## src/hdl/assert_macros.svh

```systemverilog
`ifndef ASSERT_MACROS_SVH
`define ASSERT_MACROS_SVH

// same-cycle implication
`define PSF_ASSERT_IMPL(lbl, ante, cons) \
    lbl: assert property (@(posedge i_clk) disable iff (!i_rst_n) (ante) |-> (cons)) \
        else $error("assertion failed");

// next-cycle implication
`define PSF_ASSERT_NEXT(lbl, ante, cons) \
    lbl: assert property (@(posedge i_clk) disable iff (!i_rst_n) (ante) |=> (cons)) \
        else $error("assertion failed");

`endif

```

## src/hdl/psfbt_ram.sv

```systemverilog
module psfbt_ram #(
    parameter int WIDTH = 8,
    parameter int DEPTH = 256
) (
    input  logic                     i_clk,
    input  logic                     i_we,
    input  logic [$clog2(DEPTH)-1:0] i_waddr,
    input  logic [WIDTH-1:0]         i_wdata,
    input  logic [$clog2(DEPTH)-1:0] i_raddr,
    output logic [WIDTH-1:0]         o_rdata
);

    logic [WIDTH-1:0] mem [DEPTH];
    logic [WIDTH-1:0] r_rdata;

    always_ff @(posedge i_clk) begin
        if (i_we) begin
            mem[i_waddr] <= i_wdata;
        end
        r_rdata <= mem[i_raddr];
    end

    assign o_rdata = r_rdata;

endmodule

```

## config.mk

```make
export PLATFORM = sky130hd
export DESIGN_NAME = psfbt_ram
export DESIGN_NICKNAME = d
export VERILOG_FILES = /design/src/hdl/assert_macros.svh /design/src/hdl/psfbt_ram.sv
export SDC_FILE = /design/constraint.sdc
export NUM_CORES = 2
export LEC_CHECK = 0
export BUFFER_PORTS_ARGS = -buffer_cell sky130_fd_sc_hd__buf_4
export CAP_MARGIN = 20
export CORE_UTILIZATION = 63
export DETAILED_ROUTE_END_ITERATION = 7
export GPL_TIMING_DRIVEN = 1
export MAX_ROUTING_LAYER = met4
export PLACE_DENSITY = 0.78
export SYNTH_ARGS = -nofsm -noshare
export SYNTH_HDL_FRONTEND = slang
export SYNTH_SLANG_ARGS = --single-unit
```

## constraint.sdc

```tcl
create_clock -name i_clk -period 2.4 [get_ports i_clk]
set_input_delay 0.12 -clock i_clk [delete_from_list [all_inputs] [get_ports i_clk]]
set_output_delay 0.12 -clock i_clk [all_outputs]
set_load 0.02 [all_outputs]
```

==> results.cfg <==
[clock_tree]
cts_root_buf = clkbuf_16
clock_latency_ns = 0.83
htree_levels = 4
clkTransAtPathRegs_ns = 0.06
tritoncts = done
cts.sink_count = 2056
clock_path_buffers = 3
cts_buffers = 192

[placed_design]
dp_slack_ns = -0.837
dp_hpwl_microns = 126000
placed_cells = 5844
numPortBuffers = 33
gp_congestion = 0.932

[sta]
worst_slew_pin_slew_ns = 0.964
finalCritPeriodShare_pct = 102
fin_tns_setup_ns = -0.0360
layout_setup_ws_ns = -0.0360
grt_setup_unrepaired = false
fmax_mhz = 411
slew_headroom_pct = 35.7
min_period_ns = 2.44
finalSetupViolCount = 1
slew_viol_final = 0
finalHoldViolCount = 0
clock_skew_ns = 0.0403

[detailed_routing]
vias_per_cell = 6.88
drc = 0
vias = 42800
ant_nets = 0
wirelength_microns = 206000
wl_per_cell_microns = 33.2
drt_iter0_drc = 6838
first_pass_iters = 6

[status]
violations = setup timing
status = complete, but fails checks

[yosys]
synth_most_common_cell = edfxtp_1
synth.avg_cell_area_sq_um = 21.3
syn-num-nets = 3759
synth_largest_area_cell = edfxtp_1
yosys_warnings = 0
netlist_top_cells_count = edfxtp_1, mux4_2, nor2_1
ys_types = 55
synth_area_sq_mm = 0.0796
ys_seq_area_share_pct = 77.5
synthArstFlopShare_pct = 0
yosys.area.top_type_share_pct = 77.3
ys_top_cells_by_area = edfxtp_1, mux4_2, mux2i_1
synth_edf_count = 2048
ys_ff_latch = 2056
synthFlopType = edfxtp_1
syn_inst = 3733

[setup_path]
critPathBufInv = 1
arrival_ns = 3.15
max_stage_delay_ns = 0.54
setup.worst_path.class = reg2reg
cpLargestDelayFamily = multiplexers
startpoint_type = flop
endpoint_kind = flop
cp_max_fo = 1
path_cells = mux4_2 > mux4_2 > nor2b_1 > nor4_4 > buf_4 > nor4_2
crit_required_ns = 3.11
path_common_cell = mux4_2
slowest_stage = mux4_2

[power_and_ir_drop]
leakagePower_nw = 30.2
p_per_area_mw_per_mm2 = 799
ir_worst_vdd_uv = 893
power_mw = 74.3

[floorplanning]
rows = 130
core_sq_mm = 0.125
die_h_microns = 357
die_area_sq_mm = 0.128
initial_utilization_pct = 63.4
io_pins = 34
die_w_microns = 357

[final_layout]
seq_area_sq_mm = 0.0617
multi_input_area_sq_mm = 0.0167
fin_nets = 4429
instances_no_fill = 6216
areaGrowthSynthToFinish_pct = 16.8
nFillCells = 6350
drive_gt1_share_pct = 31.9
final_util_pct = 74.1

[global_routing]
grt_overflow = 0
grt_pass1_wl_microns = 299000
grt_use_total_pct = 34.1
antenna_found_initial = 4
first_global_vias = 43500
grt_max_degree = 102

[job]
max-cap-violations = 0

[worst_hold_path]
hold_class = in2reg
==> layout by cell type (no fill, tap or decap), types with 16 or more instances in the layout <==
cell type and instances:
mux2i_1 134, nand3_1 34, nor2_1 279, clkbuf_16 199, edfxtp_1 2048, a22oi_1 133, clkinv_2 37, nor3_1 19
clkinv_1 33, bufinv_16 17, nand2_1 33, nor4_1 16, clkbuf_1 48, buf_12 73, buf_4 611, o221ai_1 45
nor2b_1 28, a21oi_1 96, mux4_2 454, o22ai_1 28
==> layer usage <==
layer / routed length (microns) / global-route usage (%)
met5: 0 / -
met4: 8590 / 13.5
met3: 25600 / 8.02
met1: 71200 / 44.5
met2: 101000 / 52.6
==> worst register-to-register path: stages (launching register included) <==
cell,delay (ns)
edfxtp_1,0.37
mux4_2,0.52
mux4_2,0.54
nor2b_1,0.24
nor4_4,0.43
buf_4,0.19
nor4_2,0.05
==> state kept, by name, indices dropped and copies added, names as in the netlist <==
| register | count |
|---|---|
| mem | 2048 |
| o_rdata | 8 |
==> repair_timing <==
action                                  in CTS  in global routing
hold endpoints to repair                   785                  0
buffers inserted                             0                  0
resized for setup                           18                  8
pin swaps                                    2                  2
endpoints found under the setup margin       7                  5
hold buffers                                15                  0
==> report_power, final <==
part | total [mW] | internal [mW] | switching (mW)
clock network | 30.3 | 17.1 | 13.2
logic | 4.26 | 1.70 | 2.56
registers | 39.7 | 39.6 | 0.0890
==> metrics by stage <==
stage / hold WS [ns] / instance area [sq um]
3_5_place_dp: 0.457 / 86400
2_1_floorplan: 0.219 / 79600
4_1_cts: 0.00225 / 92900
5_1_grt: 0.0327 / 92900
6_report: 0.0635 / 92900
3_3_place_gp: 0.448 / 86400
==> path summary, 6_finish.rpt <==
check	startpoint	slack, ns	cells past startpoint	endpoint
min	i_waddr[0]	0.06	4	mem[151][7]$_DFFE_PP_
min reg2reg	mem[38][0]$_DFFE_PP_	1.15	6	o_rdata[0]$_DFF_P_
max reg2reg	mem[87][2]$_DFFE_PP_	-0.04	6	o_rdata[2]$_DFF_P_
max	mem[87][2]$_DFFE_PP_	-0.04	6	o_rdata[2]$_DFF_P_
==> cell type report <==
type                            count  area share (%)
Timing Repair Buffer              709            6.82
Multi-Input combinational cell   1442            17.9
Clock buffer                      249            5.58
Inverter                            2         0.00808
Clock inverter                    102            1.09
Sequential cell                  2056            66.3
Tap cell                         1650            2.22
Antenna cell                        6          0.0162
==> kinds of logic (layout without fill, tap and decap cells) <==
| kind of cell | count (synthesis) | count (layout) | share of synthesized area, % |
|---|---|---|---|
| flip-flops | 2056 | 2056 | 77.5 |
| buffers and inverters | 235 | 1062 | 1.83 |
| multiplexers | 591 | 591 | 14.6 |
| AND/OR/NAND/NOR | 466 | 466 | 2.63 |
| AO/OA/AOI/OAI | 385 | 385 | 3.42 |
| other | 0 | 6 | 0 |
No activity file was read; power rests on OpenSTA's default activity.
