File: src/hdl/assert_macros.svh
`ifndef ASSERT_MACROS_SVH
`define ASSERT_MACROS_SVH

// same-cycle implication
`define PSF_ASSERT_IMPL(lbl, ante, cons) \
    lbl: assert property (@(posedge i_clk) disable iff (!i_rst_n) (ante) |-> (cons)) \
        else $error("assertion failed");

// next-cycle implication
`define PSF_ASSERT_NEXT(lbl, ante, cons) \
    lbl: assert property (@(posedge i_clk) disable iff (!i_rst_n) (ante) |=> (cons)) \
        else $error("assertion failed");

`endif

File: src/hdl/psfbt_pkg.sv
package psfbt_pkg;

    localparam int TABLE_ENTRIES_DEF = 256;

    localparam logic [1:0] CMD_CHECK        = 2'd0;
    localparam logic [1:0] CMD_CHECK_TICKET = 2'd1;
    localparam logic [1:0] CMD_ADD          = 2'd2;
    localparam logic [1:0] CMD_SWEEP        = 2'd3;

    localparam logic [1:0] REG_WINDOW = 2'd0;
    localparam logic [1:0] REG_MAX    = 2'd1;
    localparam logic [1:0] REG_BAN    = 2'd2;
    localparam logic [1:0] REG_FORGET = 2'd3;

    localparam logic [15:0] WINDOW_RST = 16'd60;
    localparam logic [15:0] MAX_RST    = 16'd300;
    localparam logic [15:0] BAN_RST    = 16'd600;
    localparam logic [15:0] FORGET_RST = 16'd300;

    typedef struct packed {
        logic               valid;
        logic [47:0]        addr;
        logic [31:0]        last_seen;
        logic [31:0]        window_start;
        logic [31:0]        ban_until;
        logic signed [31:0] tickets;
        logic [15:0]        bans;
    } t_rec;

    typedef struct packed {
        logic [15:0] window;
        logic [15:0] max_tickets;
        logic [15:0] ban;
        logic [15:0] forget;
    } t_cfg;

    typedef enum logic [1:0] {
        OP_TICKET  = 2'd0,
        OP_RECHECK = 2'd1,
        OP_SWEEP   = 2'd2
    } t_alu_op;

    typedef struct packed {
        logic [8:0]         removed;
        logic signed [31:0] tickets;
        logic [15:0]        bans;
        logic               full;
        logic               banned;
        logic               created;
        logic               found;
        logic               allowed;
    } t_result;

endpackage

File: src/hdl/psfbt_alu.sv
module psfbt_alu (
    input  psfbt_pkg::t_rec    i_rec,
    input  psfbt_pkg::t_alu_op i_op,
    input  logic signed [10:0] i_delta,
    input  logic [31:0]        i_now,
    input  psfbt_pkg::t_cfg    i_cfg,
    output psfbt_pkg::t_rec    o_rec,
    output logic               o_banned,
    output logic               o_removed
);

    logic signed [32:0] tsum;
    logic signed [31:0] tsat;
    logic               hit_max;
    logic [31:0]        ban_base;
    logic [32:0]        ban_sum;
    logic [32:0]        win_sum;
    logic [32:0]        fgt_sum;
    logic               win_over;
    logic               ban_over;
    psfbt_pkg::t_rec    rck;

    always_comb begin
        tsum = $signed({i_rec.tickets[31], i_rec.tickets})
             + $signed({{22{i_delta[10]}}, i_delta});
        if (tsum[32] != tsum[31]) begin
            tsat = tsum[32] ? 32'sh8000_0000 : 32'sh7fff_ffff;
        end else begin
            tsat = tsum[31:0];
        end
        hit_max  = $signed({tsat[31], tsat}) >= $signed({17'b0, i_cfg.max_tickets});
        ban_base = (i_rec.ban_until > i_now) ? i_rec.ban_until : i_now;
        ban_sum  = {1'b0, ban_base} + {17'b0, i_cfg.ban};

        win_sum  = {1'b0, i_rec.window_start} + {17'b0, i_cfg.window};
        fgt_sum  = {1'b0, i_rec.last_seen} + {17'b0, i_cfg.forget};
        win_over = win_sum <= {1'b0, i_now};
        ban_over = (i_rec.ban_until != 32'd0) && (i_rec.ban_until <= i_now);

        rck = i_rec;
        if (win_over) begin
            rck.window_start = i_now;
            rck.tickets      = '0;
        end
        if (ban_over) begin
            rck.ban_until = '0;
            rck.last_seen = i_now;
        end

        o_rec     = i_rec;
        o_banned  = 1'b0;
        o_removed = 1'b0;
        case (i_op)
            psfbt_pkg::OP_TICKET: begin
                o_rec.tickets   = tsat;
                o_rec.last_seen = i_now;
                if (hit_max) begin
                    o_banned        = 1'b1;
                    o_rec.ban_until = ban_sum[32] ? 32'hffff_ffff : ban_sum[31:0];
                    o_rec.tickets   = '0;
                    if (i_rec.bans != 16'hffff) begin
                        o_rec.bans = i_rec.bans + 16'd1;
                    end
                end
            end
            psfbt_pkg::OP_RECHECK: begin
                o_rec = rck;
            end
            psfbt_pkg::OP_SWEEP: begin
                if (i_rec.valid) begin
                    if (i_rec.ban_until == 32'd0 && fgt_sum <= {1'b0, i_now}) begin
                        o_rec.valid = 1'b0;
                        o_removed   = 1'b1;
                    end else begin
                        o_rec = rck;
                    end
                end
            end
            default: begin
                o_rec = i_rec;
            end
        endcase
    end

endmodule

File: config.mk
export PLATFORM = sky130hd
export DESIGN_NAME = psfbt_alu
export DESIGN_NICKNAME = d
export VERILOG_FILES = /design/src/hdl/assert_macros.svh /design/src/hdl/psfbt_pkg.sv /design/src/hdl/psfbt_alu.sv
export SDC_FILE = /design/constraint.sdc
export NUM_CORES = 1
export LEC_CHECK = 0
export ABC_AREA = 1
export BUFFER_PORTS_ARGS = -buffer_cell sky130_fd_sc_hd__buf_2
export CORE_AREA = 3 3 190 192
export DETAILED_ROUTE_END_ITERATION = 8
export DIE_AREA = 0 0 193 195
export PLACE_DENSITY = 0.77
export SYNTH_ARGS = -nofsm -noshare
export SYNTH_HDL_FRONTEND = slang
export SYNTH_SLANG_ARGS = --single-unit
File: constraint.sdc
create_clock -name vclk -period 5.85
set_input_delay 0.585 -clock vclk [all_inputs]
set_output_delay 0.585 -clock vclk [all_outputs]
set_load 0.01 [all_outputs]
==> results of run 1 <==
[cell families after synthesis]
group	Yosys count	synth area share, %
AND/OR/NAND/NOR	1374	41.6
buffers and inverters	487	15.4
AO/OA/AOI/OAI	467	18.6
adder cells (fa/ha/maj)	203	18.3
XOR/XNOR	99	6.18
[worst min path at each step]
| stage | slack (ns) | startpoint | endpoint |
|---|---|---|---|
| finish | 1.17 | i_rec[149] | o_rec[149] |
| floorplan | 1.26 | i_rec[144] | o_rec[144] |
| detailed placement | 1.17 | i_rec[147] | o_rec[147] |
| global route | 1.17 | i_rec[183] | o_rec[183] |
| global placement | 1.17 | i_rec[147] | o_rec[147] |
| CTS | 1.17 | i_rec[147] | o_rec[147] |
[synth_stat cells (26+ instances only)]
cell type  instances  area [µm²]
a21oi_1          158         791
buf_4             50         375
clkbuf_1          51         191
ha_1             199        2490
inv_1            344        1290
nand2_1          865        3250
nand3_1          199         996
nand4_1           65         407
nor2_1           155         582
o211ai_1          26         195
o21ai_0          153         766
o21ai_1           48         240
xnor2_1           28         245
xor2_1            71         622
[routing by layer]
metal  vias to the layer above  wire length, µm  GRT usage, %
li1                       9520                -             -
met1                      8620            26900          42.9
met2                      1039            27800          49.2
met3                       176             5550          2.41
met4                         4             2580          9.46
met5                         -               14             0
[through the flow]
stage / worst slack (ns) / setup TNS (ns) / instance area, µm² / std cells
2_1_floorplan: 0.497 / 0 / 14000 / 2630
3_3_place_gp: -0.166 / -7.07 / 16900 / 3483
3_5_place_dp: -0.287 / -16.66 / 16900 / 3483
4_1_cts: 0.0306 / 0 / 16900 / 3484
5_1_grt: -0.170 / -6.45 / 17800 / 3522
6_report: 0.0348 / 0 / 17800 / 3524
[worst max-delay path: cells and delay by family]
family / cells / cell delay (ns)
adder cells (fa/ha/maj): 3 / 0.84
buffers and inverters: 8 / 1.10
AO/OA/AOI/OAI: 7 / 1.03
AND/OR/NAND/NOR: 15 / 1.53
XOR/XNOR: 1 / 0.14
[final cells by class]
| class | count | area share, % |
|---|---|---|
| Antenna cell | 8 | 0.112 |
| Inverter | 348 | 7.35 |
| Multi-Input combinational cell | 2145 | 69.4 |
| Tap cell | 455 | 3.19 |
| Timing Repair Buffer | 568 | 19.9 |
[power by group through the flow]
stage,sequential [µW],clock (µW),combinational [µW]
detailed placement,0,0,2330
CTS,0,0,2350
global route,0,0.000137,2930
finish,0,0.000183,2680
floorplan,0,0,1510
global placement,0,0,2320
[timing repair]
action                                  CTS  global route
cloned                                    1             8
hold buffers                              0             0
setup buffers                             0            24
endpoints found under the setup margin   80           113
resized for setup                         8           120
endpoints found under the hold margin     0             0
pin swaps                                 1            24
==> flow_metrics.tcl, run 1 <==
set metrics [dict create \
    grt_max_degree 67 \
    utilization_pct 51.7 \
    p_int_uw 1090 \
    timing.final.hold_violations 0 \
    drt_iter0_drc 1729 \
    initial_core_util_pct 40.6 \
    core-area_um2 34500 \
    vias 19400 \
    fmax_mhz 172 \
    setup.worst_path.end_class "output pin" \
    p_leak_uw 0.0101 \
    startpoint_type "primary input" \
    slew_headroom_pct 16.7 \
    setup_viol 0 \
    worstSetupPathType "primary input to output pin" \
    cp_max_fo 11 \
    endpoint "o_rec[58]" \
    grt-ovfl-total 0 \
    grt_pass1_vias 16900 \
    netlist_area_um2 14000 \
    power.density_nw_per_um2 150 \
    rsz0062_at_grt "true" \
    ioPinCount 497 \
    wire_per_inst_um 17.8 \
    yosysSeqAreaShare_pct 0 \
    multi_input_area_um2 12400 \
    antenna_found_initial 8 \
    status "finished clean" \
    pwr-share-seq_pct 0 \
    synthesis.nets 3135 \
    clock_buffers 0 \
    cpPeakStageDelay_ns 0.33 \
    yosysWarningCount 0 \
    holdCritPathClass "primary input to output pin" \
    dpl.hpwl_um 51500 \
    cp.required_ns 5.27 \
    tightestPinTransition_ns 1.25 \
    p_sw_uw 1590 \
    hold_slack_ns 1.17 \
    ant_nets 0 \
    clockPowerShare_pct 0 \
    die_area_um2 37600 \
    finalPower_uw 2680 \
    layout_common_cells "842 x nand2_1, 395 x buf_2, 334 x inv_1, 197 x nand3_1, 180 x ha_1" \
    syn_inst 2630 \
    first_pass_iters 6 \
    maxCapViolations 0 \
    swShare_pct 59.4 \
    cp_slowest_cell "ha_1" \
    crit_path_start "i_delta[10]" \
    final_layout_size_suffix_gt1_share_pct 22.9 \
    area_growth_syn_to_layout_pct 27.1 \
    cp.arrival_ns 5.23 \
    drc_errors 0 \
    seq_area_um2 0 \
    die_w_um 193 \
    nets 3568 \
    ir_worst_vdd_mv 0.0874 \
    fillers 3745 \
    syn_avg_cell_area_um2 5.34 \
    grt.total_usage_pct 30.4 \
    grt_pass1_wl_um 92500 \
    wirelength_um 62800 \
    design.seq.count 0 \
    holdPathStages 0 \
    port_buffers 401 \
    ys_types 49 \
    die_h_um 195 \
    p_comb_share_pct 100.0 \
    via_per_inst 5.49 \
    row_count 68 \
    slew_viol_final 0 \
    period_share_pct 99.4 \
    layout_commonest_cell "nand2_1" \
    fin_crit_ns 5.82 \
    gp_congestion 1.05 \
]
(Power assumes the default switching activity.)
==> run 2, diff against run 1 <==
- CORE_AREA: 3 3 190 192 -> 2 2 194 196
- DIE_AREA: 0 0 193 195 -> 0 0 196 198
- PLACE_DENSITY: 0.77 -> 0.74
- RECOVER_POWER: unset -> 50
==> run 2 against run 1 <==
Die area grew 3.1%. Combinational power down 4%. Power shrank 4.2%. Critical path type unchanged. Critical endpoint is now o_rec[62].
==> flow_metrics.tcl, run 2 (synthesis results as in run 1) <==
set metrics [dict create \
    status "finished clean" \
    setup_viol 0 \
    cp.required_ns 5.27 \
    cp_slowest_cell "ha_4" \
    die_area_um2 38800 \
    worstSetupPathType "primary input to output pin" \
    ir_worst_vdd_mv 0.0809 \
    wirelength_um 60900 \
    die_w_um 196 \
    layout_commonest_cell "nand2_1" \
    period_share_pct 95.8 \
    dpl.hpwl_um 51000 \
    clockPowerShare_pct 0 \
    timing.final.hold_violations 0 \
    final_area_um2 17600 \
    holdCritPathClass "primary input to output pin" \
    port_buffers 401 \
    multi_input_area_um2 12300 \
    setup.worst_path.end_class "output pin" \
    p_comb_share_pct 100.0 \
    design.seq.count 0 \
    drt_iter0_drc 1765 \
    vias 19100 \
    holdPathEnd "o_rec[146]" \
    layout_common_cells "848 x nand2_1, 367 x buf_2, 339 x inv_1, 199 x nand3_1, 184 x ha_1" \
    via_per_inst 5.42 \
    pwr-share-seq_pct 0 \
    nets 3561 \
    cp.arrival_ns 5.02 \
    first_pass_iters 6 \
    fillers 3967 \
    cp_max_fo 17 \
    ant_nets 0 \
    cpPeakStageDelay_ns 0.38 \
    power.density_nw_per_um2 146 \
    dpl_cell_area_um2 17000 \
    grt_max_degree 67 \
    final_layout_size_suffix_gt1_share_pct 21.1 \
    slew_viol_final 0 \
    maxCapViolations 0 \
    seq_area_um2 0 \
    die_h_um 198 \
    grt_pass1_wl_um 90900 \
    grt.total_usage_pct 29.1 \
    p_leak_uw 0.00990 \
    slew_headroom_pct 20.2 \
    crit_path_frequent_cell "nand2_1" \
    startpoint_type "primary input" \
    grt-ovfl-total 0 \
    row_count 71 \
    clock_buffers 0 \
    ioPinCount 497 \
    fmax_mhz 178 \
    utilization_pct 47.6 \
    initial_core_util_pct 38.0 \
    crit_path_start "i_delta[10]" \
    drc_errors 0 \
    grt_pass1_vias 17200 \
    tightestPinTransition_ns 1.19 \
    p_sw_uw 1550 \
    area_growth_syn_to_layout_pct 25.2 \
    gp_congestion 1.04 \
    fin_crit_ns 5.61 \
    antenna_found_initial 10 \
    hp-start "i_rec[146]" \
    holdPathStages 0 \
    core-area_um2 37000 \
    wire_per_inst_um 17.2 \
    swShare_pct 60.4 \
    p_int_uw 1020 \
]
==> run 2: how the worst max path moves through the flow <==
stage,endpoint,slack [ns],depth (start not counted)
2_1_floorplan,o_rec[3],0.50,37
3_3_place_gp,o_rec[62],-0.13,35
3_5_place_dp,o_rec[62],-0.20,35
4_1_cts,o_rec[63],0.01,36
5_1_grt,o_rec[69],-0.08,34
6_report,o_rec[62],0.24,36
==> run 2: power by group through the flow <==
stage	Sequential (µW)	Combinational (µW)	Clock [µW]
floorplan	0	1510	0
global placement	0	2330	0
detailed placement	0	2340	0
CTS	0	2360	0
global route	0	2830	0.000137
finish	0	2570	0.000138
==> run 2: per-stage QoR <==
step	instances	hold slack, ns	setup slack [ns]	total power, µW	setup TNS [ns]
2_1_floorplan	2630	1.26	0.497	1510	0
3_3_place_gp	3514	1.17	-0.133	2330	-1.28
3_5_place_dp	3514	1.17	-0.199	2340	-6.39
4_1_cts	3514	1.17	0.0132	2360	0
5_1_grt	3534	1.17	-0.0828	2830	-1.92
6_report	3534	1.17	0.243	2570	0
==> run 2: routing by layer <==
layer	up-vias	GRT usage, %	share of wire [%]	routed length, µm
met5	-	0	0.069	42
met4	8	13.0	5.2	3170
met3	193	3.82	9.0	5460
met2	1016	46.9	43	26500
met1	8414	38.7	42	25800
li1	9516	-	-	-
==> run 2: cell type report <==
class	count	share of cell area, %
Tap cell	474	3.37
Antenna cell	6	0.0854
Timing Repair Buffer	561	19.2
Inverter	348	7.46
Multi-Input combinational cell	2145	69.9
==> run 2: repair_timing <==
action	4_1_cts	5_1_grt
buffers inserted	0	9
hold buffers	0	0
resized for setup	6	100
cloned	0	5
endpoints found under the setup margin	79	113
pin swaps	2	21
==> run 2: critical path, delay by kind of cell <==
family / cells / cell delay, ns
buffers and inverters: 7 / 0.92
AND/OR/NAND/NOR: 18 / 1.61
AO/OA/AOI/OAI: 7 / 0.67
XOR/XNOR: 1 / 0.24
adder cells (fa/ha/maj): 3 / 0.98
==> run 3, diff against run 2 <==
==> constraint.sdc (replaced) <==
create_clock -name vclk -period 5.85
set_input_delay 0.585 -clock vclk [all_inputs]
set_output_delay 0.585 -clock vclk [all_outputs]
set_load 0.02 [all_outputs]
==> run 3 against run 2 <==
Wire length up 2.0%. Power rose by 7.6%. Count of clock-buffer cells in the layout is the same. Via count up 1.0%. Hold slack barely moved. Critical endpoint unchanged. Largest cell class unchanged. Largest power group unchanged. Highest routed layer unchanged.
==> flow_metrics.tcl, run 3 (synthesis results as in run 1) <==
set metrics [dict create \
    status "finished clean" \
    cp.arrival_ns 5.11 \
    cp_max_fo 7 \
    nets 3608 \
    final_area_um2 18200 \
    wire_per_inst_um 17.3 \
    row_count 71 \
    busiest_layer "met2" \
    drt_iter0_drc 1605 \
    holdCritPathClass "primary input to output pin" \
    design.seq.count 0 \
    grt_pass1_vias 17300 \
    gp_congestion 1.02 \
    startpoint_type "primary input" \
    grt_use_met2_pct 48.6 \
    die_h_um 198 \
    crit_path_frequent_cell "nand2_2" \
    first_pass_iters 9 \
    layout_common_cells "840 x nand2_1, 347 x buf_2, 338 x inv_1, 209 x buf_4, 199 x nand3_1" \
    ant_nets 0 \
    initial_core_util_pct 38.0 \
    grt.total_usage_pct 29.7 \
    grt-ovfl-total 0 \
    finalSetupTns_ns 0 \
    port_buffers 401 \
    dpl.hpwl_um 51600 \
    ioPinCount 497 \
    fin_cells 3582 \
    core-area_um2 37000 \
    via_per_inst 5.40 \
    cpPeakStageDelay_ns 0.30 \
    period_share_pct 97.3 \
    cp.required_ns 5.27 \
    timing.final.hold_violations 0 \
    final_layout_size_suffix_gt1_share_pct 23.1 \
    grt_max_degree 67 \
    dpl_cell_area_um2 17300 \
    wirelength_um 62100 \
    grt_pass1_wl_um 92400 \
    slew_viol_final 0 \
    slew_headroom_pct 21.4 \
    fin_crit_ns 5.69 \
    place_inst 3551 \
    ctsHoldBuffers 0 \
    maxCapViolations 0 \
    setup.worst_path.end_class "output pin" \
    die_area_um2 38800 \
    met1_usage_pct 39.9 \
    cp_slowest_cell "ha_4" \
    die_w_um 196 \
    clock_buffers 0 \
    ir_worst_vdd_mv 0.0819 \
    vias 19300 \
    seq_area_um2 0 \
    antenna_found_initial 9 \
    layout_commonest_cell "nand2_1" \
    area_growth_syn_to_layout_pct 29.5 \
    grt.met3_usage_pct 2.91 \
    power.density_nw_per_um2 152 \
    p_leak_uw 0.0102 \
    worstSetupPathType "primary input to output pin" \
    tightestPinTransition_ns 1.18 \
    drc_errors 0 \
    setup_viol 0 \
    fmax_mhz 176 \
]
[run 3: cell count changes in the layout (fill, tap and decap cells not counted), sizes merged]
cell	change
buf	+50
clkbuf	-2
diode	+1
nand2	-1
[run 3: cell type report]
class / instances / area, µm²
Antenna cell: 7 / 17.5
Fill cell: 4024 / 18800
Inverter: 348 / 1310
Multi-Input combinational cell: 2144 / 12400
Tap cell: 474 / 593
Timing Repair Buffer: 609 / 3860
[run 3: critical path: cells and delay by family]
| kind | cells | cell delay (ns) |
|---|---|---|
| buf+inv | 6 | 0.90 |
| compound gates | 5 | 0.79 |
| xor+xnor | 1 | 0.23 |
| fa+ha+maj | 3 | 0.87 |
| simple gates | 19 | 1.72 |
[run 3: per-layer routing]
layer | share of wire, % | vias up
met2 | 44 | 985
met3 | 8.3 | 188
li1 | - | 9598
met5 | 0.034 | -
met1 | 43 | 8570
met4 | 5.1 | 4
[run 3: report_power, final]
group,internal [µW],switching (µW),leakage [µW]
sequential,0,0,0
clock,0.000160,0,0.0000000444
combinational,1090,1670,0.0102
[run 3: final timing paths]
check / startpoint / end / slack (ns) / cells after the start
setup / recovery: i_rec[24] / o_rec[62] / 0.16 / 34
hold / removal: i_rec[146] / o_rec[146] / 1.17 / 0
[run 3: metrics by stage]
step	power, µW	util (%)	hold WS (ns)	setup WS [ns]
after floorplan	1630	-	1.28	0.371
after CTS	2510	47.0	1.17	0.00502
final	2760	49.2	1.17	0.158
after global placement	2490	46.9	1.17	-0.302
after global routing	3020	49.2	1.17	-0.135
after detailed placement	2500	46.9	1.17	-0.378
[run 3: what timing repair did]
item	4_1_cts	5_1_grt
cloned	0	6
setup endpoints to repair	80	113
resized for setup	10	142
buffers inserted	0	19
pin swaps	3	36
